<file path="config.mk">
export PLATFORM = sky130hd
export DESIGN_NAME = turbo_interleaver_address_top
export DESIGN_NICKNAME = d
export VERILOG_FILES = /design/src/rtl/core/tia_pkg.sv /design/src/rtl/core/tia_decode.sv /design/src/rtl/core/tia_scale.sv /design/src/rtl/core/tia_mod_cell.sv /design/src/rtl/core/turbo_interleaver_address_top.sv
export SDC_FILE = /design/constraint.sdc
export NUM_CORES = 1
export LEC_CHECK = 0
export ABC_AREA = 1
export ABC_CLOCK_PERIOD_IN_PS = 13300
export BUFFER_PORTS_ARGS = -buffer_cell sky130_fd_sc_hd__buf_4
export CORE_UTILIZATION = 55
export DETAILED_ROUTE_END_ITERATION = 6
export PLACE_DENSITY = 0.7
export REMOVE_ABC_BUFFERS = 1
export SLEW_MARGIN = 20
export SYNTH_ARGS = -nofsm -noshare
export SYNTH_HDL_FRONTEND = slang
export SYNTH_SLANG_ARGS = --single-unit
</file>
<file path="constraint.sdc">
create_clock -name clk_i -period 13.3 [get_ports clk_i]
set_input_delay 1.995 -clock clk_i [delete_from_list [all_inputs] [get_ports clk_i]]
set_output_delay 1.995 -clock clk_i [all_outputs]
set_load 0.02 [all_outputs]
</file>
<file path="src/rtl/core/tia_pkg.sv">
// shared types, constants and tables of the turbo interleaver address block
// no dependencies
package tia_pkg;

  // field and datapath widths
  localparam int PosW     = 14;
  localparam int BaseW    = 8;
  localparam int OctetW   = 4;
  localparam int K2W      = BaseW + OctetW;
  localparam int RemW     = 18;
  localparam int PrimeW   = 7;
  localparam int QuotBits = 7;
  localparam int CfgIdxW  = 4;

  // register indexes of the configuration port
  localparam logic [CfgIdxW-1:0] CfgBaseSize   = CfgIdxW'(0);
  localparam logic [CfgIdxW-1:0] CfgOctetCount = CfgIdxW'(1);

  // reset values of the configuration registers
  localparam logic [BaseW-1:0]  BaseReset  = BaseW'(223);
  localparam logic [OctetW-1:0] OctetReset = OctetW'(1);

  // offset added for odd positions
  localparam logic [RemW-1:0] OddOffset = RemW'(21);

  // word after the row decode
  typedef struct packed {
    logic [K2W-1:0] col;
    logic [1:0]     row;
    logic           odd;
    logic           inr;
  } dec_t;

  // word carried along the modulo chain
  typedef struct packed {
    logic [RemW-1:0] rem;
    logic [1:0]      row;
    logic            odd;
    logic            inr;
  } cell_t;

  // prime table, indexed by q = t mod 8
  function automatic logic [PrimeW-1:0] prime_of(input logic [2:0] q);
    logic [PrimeW-1:0] p;
    unique case (q)
      3'd0:    p = PrimeW'(31);
      3'd1:    p = PrimeW'(37);
      3'd2:    p = PrimeW'(43);
      3'd3:    p = PrimeW'(47);
      3'd4:    p = PrimeW'(53);
      3'd5:    p = PrimeW'(59);
      3'd6:    p = PrimeW'(61);
      default: p = PrimeW'(67);
    endcase
    return p;
  endfunction

  // t = (19*i + 1) mod 4 for block row i
  function automatic logic [1:0] row_of(input logic [1:0] i);
    logic [1:0] t;
    unique case (i)
      2'd0:    t = 2'd1;
      2'd1:    t = 2'd0;
      2'd2:    t = 2'd3;
      default: t = 2'd2;
    endcase
    return t;
  endfunction

endpackage

</file>
<file path="src/rtl/core/tia_decode.sv">
// first cell: range check, block row and column of the position
// depends on tia_pkg
module tia_decode (
  input  logic                   clk_i,
  input  logic                   rst_ni,
  input  logic [tia_pkg::K2W-1:0]  k2_i,
  input  logic                   valid_i,
  output logic                   ready_o,
  input  logic [tia_pkg::PosW-1:0] pos_i,
  output logic                   valid_o,
  input  logic                   ready_i,
  output tia_pkg::dec_t          data_o
);
  import tia_pkg::*;

  logic [PosW-2:0] half_pos;
  logic [PosW:0]   k2x8;
  logic [PosW-2:0] k2x2;
  logic [PosW-1:0] k2x3;
  logic [PosW-1:0] sub;
  logic [PosW-1:0] col_w;
  logic [1:0]      blk;
  logic            ge1, ge2, ge3;
  logic            valid_q;
  dec_t            data_d, data_q;

  // multiples of k2 for the block row compare
  always_comb begin
    half_pos = pos_i[PosW-1:1];
    k2x8     = {k2_i, 3'b000};
    k2x2     = {k2_i, 1'b0};
    k2x3     = PosW'({k2_i, 1'b0}) + PosW'(k2_i);
    ge1      = PosW'(half_pos) >= PosW'(k2_i);
    ge2      = half_pos >= k2x2;
    ge3      = PosW'(half_pos) >= k2x3;
  end

  // block row and column inside it
  always_comb begin
    priority if (ge3) begin
      blk = 2'd3;
      sub = k2x3;
    end else if (ge2) begin
      blk = 2'd2;
      sub = PosW'(k2x2);
    end else if (ge1) begin
      blk = 2'd1;
      sub = PosW'(k2_i);
    end else begin
      blk = 2'd0;
      sub = '0;
    end
    col_w       = PosW'(half_pos) - sub;
    data_d.col  = col_w[K2W-1:0];
    data_d.row  = row_of(blk);
    data_d.odd  = pos_i[0];
    data_d.inr  = (PosW + 1)'(pos_i) < k2x8;
  end

  assign ready_o = !valid_q || ready_i;

  always_ff @(posedge clk_i or negedge rst_ni) begin
    if (!rst_ni) begin
      valid_q <= 1'b0;
    end else if (ready_o) begin
      valid_q <= valid_i;
    end
  end

  always_ff @(posedge clk_i) begin
    if (ready_o && valid_i) begin
      data_q <= data_d;
    end
  end

  assign valid_o = valid_q;
  assign data_o  = data_q;

endmodule

</file>
<file path="src/rtl/core/tia_scale.sv">
// second cell: column times the row prime plus the odd offset
// depends on tia_pkg
module tia_scale (
  input  logic          clk_i,
  input  logic          rst_ni,
  input  logic          valid_i,
  output logic          ready_o,
  input  tia_pkg::dec_t data_i,
  output logic          valid_o,
  input  logic          ready_i,
  output tia_pkg::cell_t data_o
);
  import tia_pkg::*;

  localparam int ProdW = PrimeW + K2W;

  logic [PrimeW-1:0] prime;
  logic [ProdW-1:0]  prod;
  logic              valid_q;
  cell_t             data_d, data_q;

  // p[q] * j + 21 * m
  always_comb begin
    prime       = prime_of({1'b0, data_i.row});
    prod        = ProdW'(prime) * ProdW'(data_i.col);
    data_d.rem  = prod[RemW-1:0] + (data_i.odd ? OddOffset : '0);
    data_d.row  = data_i.row;
    data_d.odd  = data_i.odd;
    data_d.inr  = data_i.inr;
  end

  assign ready_o = !valid_q || ready_i;

  always_ff @(posedge clk_i or negedge rst_ni) begin
    if (!rst_ni) begin
      valid_q <= 1'b0;
    end else if (ready_o) begin
      valid_q <= valid_i;
    end
  end

  always_ff @(posedge clk_i) begin
    if (ready_o && valid_i) begin
      data_q <= data_d;
    end
  end

  assign valid_o = valid_q;
  assign data_o  = data_q;

endmodule

</file>
<file path="src/rtl/core/tia_mod_cell.sv">
// one restoring step of the modulo by k2: subtract k2 << SHIFT if it fits
// depends on tia_pkg
module tia_mod_cell #(
  parameter int SHIFT = 0
) (
  input  logic                  clk_i,
  input  logic                  rst_ni,
  input  logic [tia_pkg::K2W-1:0] k2_i,
  input  logic                  valid_i,
  output logic                  ready_o,
  input  tia_pkg::cell_t        data_i,
  output logic                  valid_o,
  input  logic                  ready_i,
  output tia_pkg::cell_t        data_o
);
  import tia_pkg::*;

  localparam int CmpW = RemW + 1;

  logic [CmpW-1:0] divisor;
  logic [CmpW-1:0] diff;
  logic            valid_q;
  cell_t           data_d, data_q;

  // conditional subtract of the shifted divisor
  always_comb begin
    divisor = CmpW'(k2_i) << SHIFT;
    diff    = CmpW'(data_i.rem) - divisor;
    data_d  = data_i;
    if (CmpW'(data_i.rem) >= divisor) begin
      data_d.rem = diff[RemW-1:0];
    end
  end

  assign ready_o = !valid_q || ready_i;

  always_ff @(posedge clk_i or negedge rst_ni) begin
    if (!rst_ni) begin
      valid_q <= 1'b0;
    end else if (ready_o) begin
      valid_q <= valid_i;
    end
  end

  always_ff @(posedge clk_i) begin
    if (ready_o && valid_i) begin
      data_q <= data_d;
    end
  end

  assign valid_o = valid_q;
  assign data_o  = data_q;

endmodule

</file>
<file path="src/rtl/core/turbo_interleaver_address_top.sv">
// top level of the turbo interleaver address generator
// depends on tia_pkg, tia_decode, tia_scale, tia_mod_cell
//
// usage:
// - input channel: in_valid_i with position_i, in_stall_o back; a word is
//   taken at a clock edge with in_valid_i high and in_stall_o low
// - output channel: out_valid_o with permuted_position_o and in_range_o,
//   out_stall_i from the receiver; a word leaves at an edge with
//   out_valid_o high and out_stall_i low
// - configuration: cfg_valid_i, cfg_index_i, cfg_data_i, cfg_ready_o is
//   always high; index 0 is base_size, index 1 octet_count, other
//   indexes are ignored; write only while the pipeline is empty
// - the pipeline has nine register stages: row decode, prime multiply and
//   seven cells of a restoring modulo by k2, each cell a register stage
// - throughput is one word per cycle; every stage holds its word only
//   while the stage after it is full and stalled
// - a stalled receiver fills the chain stage by stage; in_stall_o rises
//   once all nine stages hold a word
// - out-of-range positions travel the chain and come out as 0 with
//   in_range_o low
// - reset empties the chain and sets base_size 223, octet_count 1
module turbo_interleaver_address_top (
  input  logic                       clk_i,
  input  logic                       rst_ni,
  // configuration
  input  logic                       cfg_valid_i,
  output logic                       cfg_ready_o,
  input  logic [tia_pkg::CfgIdxW-1:0] cfg_index_i,
  input  logic [tia_pkg::BaseW-1:0]  cfg_data_i,
  // input channel
  input  logic                       in_valid_i,
  output logic                       in_stall_o,
  input  logic [tia_pkg::PosW-1:0]   position_i,
  // output channel
  output logic                       out_valid_o,
  input  logic                       out_stall_i,
  output logic [tia_pkg::PosW-1:0]   permuted_position_o,
  output logic                       in_range_o
);
  import tia_pkg::*;

  logic [BaseW-1:0]  base_q;
  logic [OctetW-1:0] octet_q;
  logic [K2W-1:0]    k2;

  logic              dec_valid, dec_ready, in_ready;
  dec_t              dec_data;

  logic              chain_valid [QuotBits+1];
  logic              chain_ready [QuotBits+1];
  cell_t             chain_data  [QuotBits+1];

  cell_t             last;

  // configuration registers
  assign cfg_ready_o = 1'b1;

  always_ff @(posedge clk_i or negedge rst_ni) begin
    if (!rst_ni) begin
      base_q  <= BaseReset;
      octet_q <= OctetReset;
    end else if (cfg_valid_i && cfg_ready_o) begin
      if (cfg_index_i == CfgBaseSize) begin
        base_q <= cfg_data_i;
      end
      if (cfg_index_i == CfgOctetCount) begin
        octet_q <= cfg_data_i[OctetW-1:0];
      end
    end
  end

  // interleaver dimension k2
  assign k2 = K2W'(base_q) * K2W'(octet_q);

  // row decode
  tia_decode u_decode (
    .clk_i   (clk_i),
    .rst_ni  (rst_ni),
    .k2_i    (k2),
    .valid_i (in_valid_i),
    .ready_o (in_ready),
    .pos_i   (position_i),
    .valid_o (dec_valid),
    .ready_i (dec_ready),
    .data_o  (dec_data)
  );

  assign in_stall_o = !in_ready;

  // prime multiply
  tia_scale u_scale (
    .clk_i   (clk_i),
    .rst_ni  (rst_ni),
    .valid_i (dec_valid),
    .ready_o (dec_ready),
    .data_i  (dec_data),
    .valid_o (chain_valid[0]),
    .ready_i (chain_ready[0]),
    .data_o  (chain_data[0])
  );

  // modulo chain, largest shift first
  for (genvar g = 0; g < QuotBits; g++) begin : g_mod
    tia_mod_cell #(
      .SHIFT (QuotBits - 1 - g)
    ) u_cell (
      .clk_i   (clk_i),
      .rst_ni  (rst_ni),
      .k2_i    (k2),
      .valid_i (chain_valid[g]),
      .ready_o (chain_ready[g]),
      .data_i  (chain_data[g]),
      .valid_o (chain_valid[g+1]),
      .ready_i (chain_ready[g+1]),
      .data_o  (chain_data[g+1])
    );
  end

  // result word: r = 8c + 2t + 1 - m
  assign last                = chain_data[QuotBits];
  assign chain_ready[QuotBits] = !out_stall_i;
  assign out_valid_o         = chain_valid[QuotBits];
  assign in_range_o          = last.inr;
  assign permuted_position_o = last.inr ?
                               {last.rem[PosW-4:0], last.row, !last.odd} : '0;

  // an empty output register means the whole chain can take a word
  a_empty_accepts: assert property (@(posedge clk_i) disable iff (!rst_ni)
    !out_valid_o |-> !in_stall_o)
    else $error("input stalled while output stage is empty");

  // the remainder has been fully reduced
  a_rem_reduced: assert property (@(posedge clk_i) disable iff (!rst_ni)
    (out_valid_o && in_range_o) |-> (last.rem < RemW'(k2)))
    else $error("remainder not below k2");

  // a decoded column lies inside its block row
  a_col_bound: assert property (@(posedge clk_i) disable iff (!rst_ni)
    (dec_valid && dec_data.inr) |-> (dec_data.col < k2))
    else $error("column outside the block row");

  // nothing is in range while the dimension is zero
  a_zero_dim: assert property (@(posedge clk_i) disable iff (!rst_ni)
    (dec_valid && k2 == '0) |-> !dec_data.inr)
    else $error("in-range word with zero dimension");

endmodule

</file>
==> impl_results.md <==
* Status: finished clean
* Max incr delay on CP at ~0.67 ns
* Endpoint class of the critical path: flop
* Top-count cell post-synth: nand2_1
* Num CTS Buffers at 24
* Slew HR at between 20% and 30%
* Async SR Flop Fraction at 10.2%
* Post-cts sizing count at 0
* Largest net degree at the start of global routing at 27
* Starting Density at roughly 56%
* Setup_tns at 0 ns
* Rows at 64
* # H-tree levels at 1
* Library cells used by synthesis at 60
* DR WL/cell at around 16 microns
* Post-CTS Hold Fix Bufs at 0
* Grt total ovfl at 0
* ANT cells at 0
* Worst hold path depth at 0
* CTS tree: done
* PortBufs at 47
* Total Wirelength at a little under 40000 microns
* Min-Delay Endpoint: g_mod[6].u_cell.data_o[0]$_DFFE_PP_
* Commonest cells post-synth: nand2_1, inv_1, ha_1
* Clock insertion delay at the later pin of the skew report at approximately 0.52 ns
* Fin crit share at around three fifths
* Min Hold Slack at between 0.4 and 0.5 ns
* Remaining antenna violation count at 0
* Fin cells at 2477
* Hold path start: g_mod[5].u_cell.data_o[0]$_DFFE_PP_
* Crit path time final at 7.86 ns
* Routability cong. at about 0.95
* Area of the die at about 0.032 sq mm
* RSZ-0062 raised after global routing: no
* Fin. max-slew vios at 0
* Post-synthesis register bit count at between 200 and 250
* CP required at 13.57 ns
* Vias per cell at about 5.4
* Inst Count DP at 2434
* Syn Inst Count at between 2000 and 2500
* Final Setup Violations at 0
* Area leader, netlist: edfxtp_1
* Kind of critical path: reg -> reg
* Max-Cap Viols at 0
* Dpl hpwl at between 30000 and 40000 microns
* FF-to-FF setup slack at roughly 5.4 ns
* Most used cell, CP: nand2_1
* Initial antenna violation count at 2
* Area growth syn-to-layout at 9.12%
* Warnings from Yosys at 0
* Max FO, Critical Path at 15
* # Post-CTS Setup Buffers at 0
* Worst-case clock buffer depth at 3
* Width of the chip at 178 microns
* Clk slew on worst S/H paths at 0.06 ns
* Final-report hold violation count at 0
* Share of cells above drive strength 1 at about 7.4%
* Synth top area cells: edfxtp_1, ha_1, nand2_1, fa_1, inv_1
* Max stage delay cell, worst path: nand2_1
* Layout net count at 2346
* Syn Std Cell Area at 0.0171 sq mm
* R2R depth at 37
* CP startpoint kind: flop
* Core box area at about 0.031 sq mm
* Yosys top cell area share at 32.4%
* Main flop type after synthesis: edfxtp_1
* Number of DRC markers in iteration 0 at ~930
* Drt drc at 0
* EDFF count, synth at roughly 190
* DIE HEIGHT at approximately 180 microns
* Num Clock Sinks at 206
* Min-Delay Path Class: reg -> reg
* Post-Route Skew at roughly 0.012 ns
* RR Startpoint: base_q[0]$_DFFE_PN1P_
* Peak Freq at ~130 MHz
* Vias post-DR at 13500
* GRT Util Overall at 25.5%
* Worst-Margin Slew at roughly 1.1 ns
* First-pass GRT wire length at between 60000 and 70000 microns
* Fill count at between 2000 and 3000
* Reg2reg end: u_decode.data_o[14]$_DFFE_PP_
* Post-synthesis sequential area ratio at 35.6%
* Root Buffer: clkbuf_16
* Crit path arrival time at ~8.1 ns
* Vias in the first global route at approximately 13000
* DRT Pass-1 Iters at 5
* Syn_area_per_cell at approximately 8.6 sq um
* I/O pin count at 49
## registers in the layout, summed over array words and instances, names as in the netlist
register              cells
u_scale.valid_o           1
g_mod.u_cell.data_o     147
u_decode.valid_o          1
octet_q                   4
base_q                    8
g_mod.u_cell.valid_o      7
u_scale.data_o           22
u_decode.data_o          16
## metal layers
layer  vias up  track usage, %  wire (microns)
met3        86            4.07            2170
met1      6317            31.3           16600
li1       6753               -               -
met2       295            44.6           19200
met5         -               0              13
met4         2            9.75            1360
## worst max-delay path by stage
stage | end | start | depth (start not counted) | slack, ns
after floorplan | u_decode.data_o[14]$_DFFE_PP_ | octet_q[3]$_DFFE_PN0P_ | 42 | 6.13
after global placement | u_decode.data_o[14]$_DFFE_PP_ | base_q[0]$_DFFE_PN1P_ | 42 | 5.84
after detailed placement | u_decode.data_o[14]$_DFFE_PP_ | base_q[0]$_DFFE_PN1P_ | 42 | 5.55
after CTS | u_decode.data_o[14]$_DFFE_PP_ | base_q[0]$_DFFE_PN1P_ | 42 | 5.54
after global routing | u_decode.data_o[14]$_DFFE_PP_ | base_q[0]$_DFFE_PN1P_ | 42 | 4.79
final | u_decode.data_o[14]$_DFFE_PP_ | base_q[0]$_DFFE_PN1P_ | 37 | 5.44
## placed cells by master (no fill, tap or decap), types with 3 or more instances in the layout
cell type and n:
nand2_1 481, inv_1 307, ha_1 188, edfxtp_1 185
nor2_1 124, a21oi_1 110, o21ai_0 105, nand3_1 98
xor2_1 63, fa_1 63, buf_4 55, xnor2_1 42
o21ai_1 26, clkbuf_16 26, o211ai_1 15, dfrtp_1 13
nor3_1 12, conb_1 12, nand2_2 11, nand4_1 10
o21bai_1 9, nand3b_1 8, dfstp_2 8, a31oi_1 7
a21boi_0 6, a21o_1 6, nor2_2 6, nor4_1 6
clkbuf_1 6, nand3_2 5, nand2_4 5, inv_2 5
clkinv_2 5, o31ai_1 4, nor2_4 4, mux2_2 4
o21a_1 3
## logic make-up (layout without fill, tap and decap cells)
family,count (synthesis),count (layout),synth area share [%]
and+or+nand+nor,779,779,19.1
buffers and inverters,344,412,8.15
xor gates and xnor gates,106,106,5.42
muxes,4,4,0.263
adders and majority gates,251,251,21.1
AOI/OAI and AO/OA,311,311,10.4
DFF,206,206,35.6
other,2,12,0.0438
## metrics by stage
step / setup slack [ns] / utilization, % / area, sq um
3_5_place_dp: 5.55 / 58.4 / 17900
5_1_grt: 4.79 / 61.1 / 18700
6_report: 5.44 / 61.1 / 18700
4_1_cts: 5.54 / 61.0 / 18700
3_3_place_gp: 5.84 / 58.4 / 17900
2_1_floorplan: 6.13 / - / 17000
## layout make-up
class	count	area, sq um	area share, %
sequential	206	6090	32.6
multi-input combinational	1463	9720	52.0
inverter	314	1180	6.32
tap	396	495	2.65
clock buffer	33	687	3.68
timing repair buffer	55	413	2.21
clock inverter	10	104	0.556
## worst max-delay path, delay by kind of cell, from the launching register on
family                   cells  cell delay (ns)
XOR/XNOR                     2             0.25
AO/OA/AOI/OAI                9             1.98
AND/OR/NAND/NOR             16             2.07
buffers and inverters        4             0.39
flip-flops                   1             0.56
adder cells (fa/ha/maj)      6             2.35
Power is left out: the tool's default activity adds up to more than one toggle a clock period on the data nets, which glitch-free logic cannot reach.
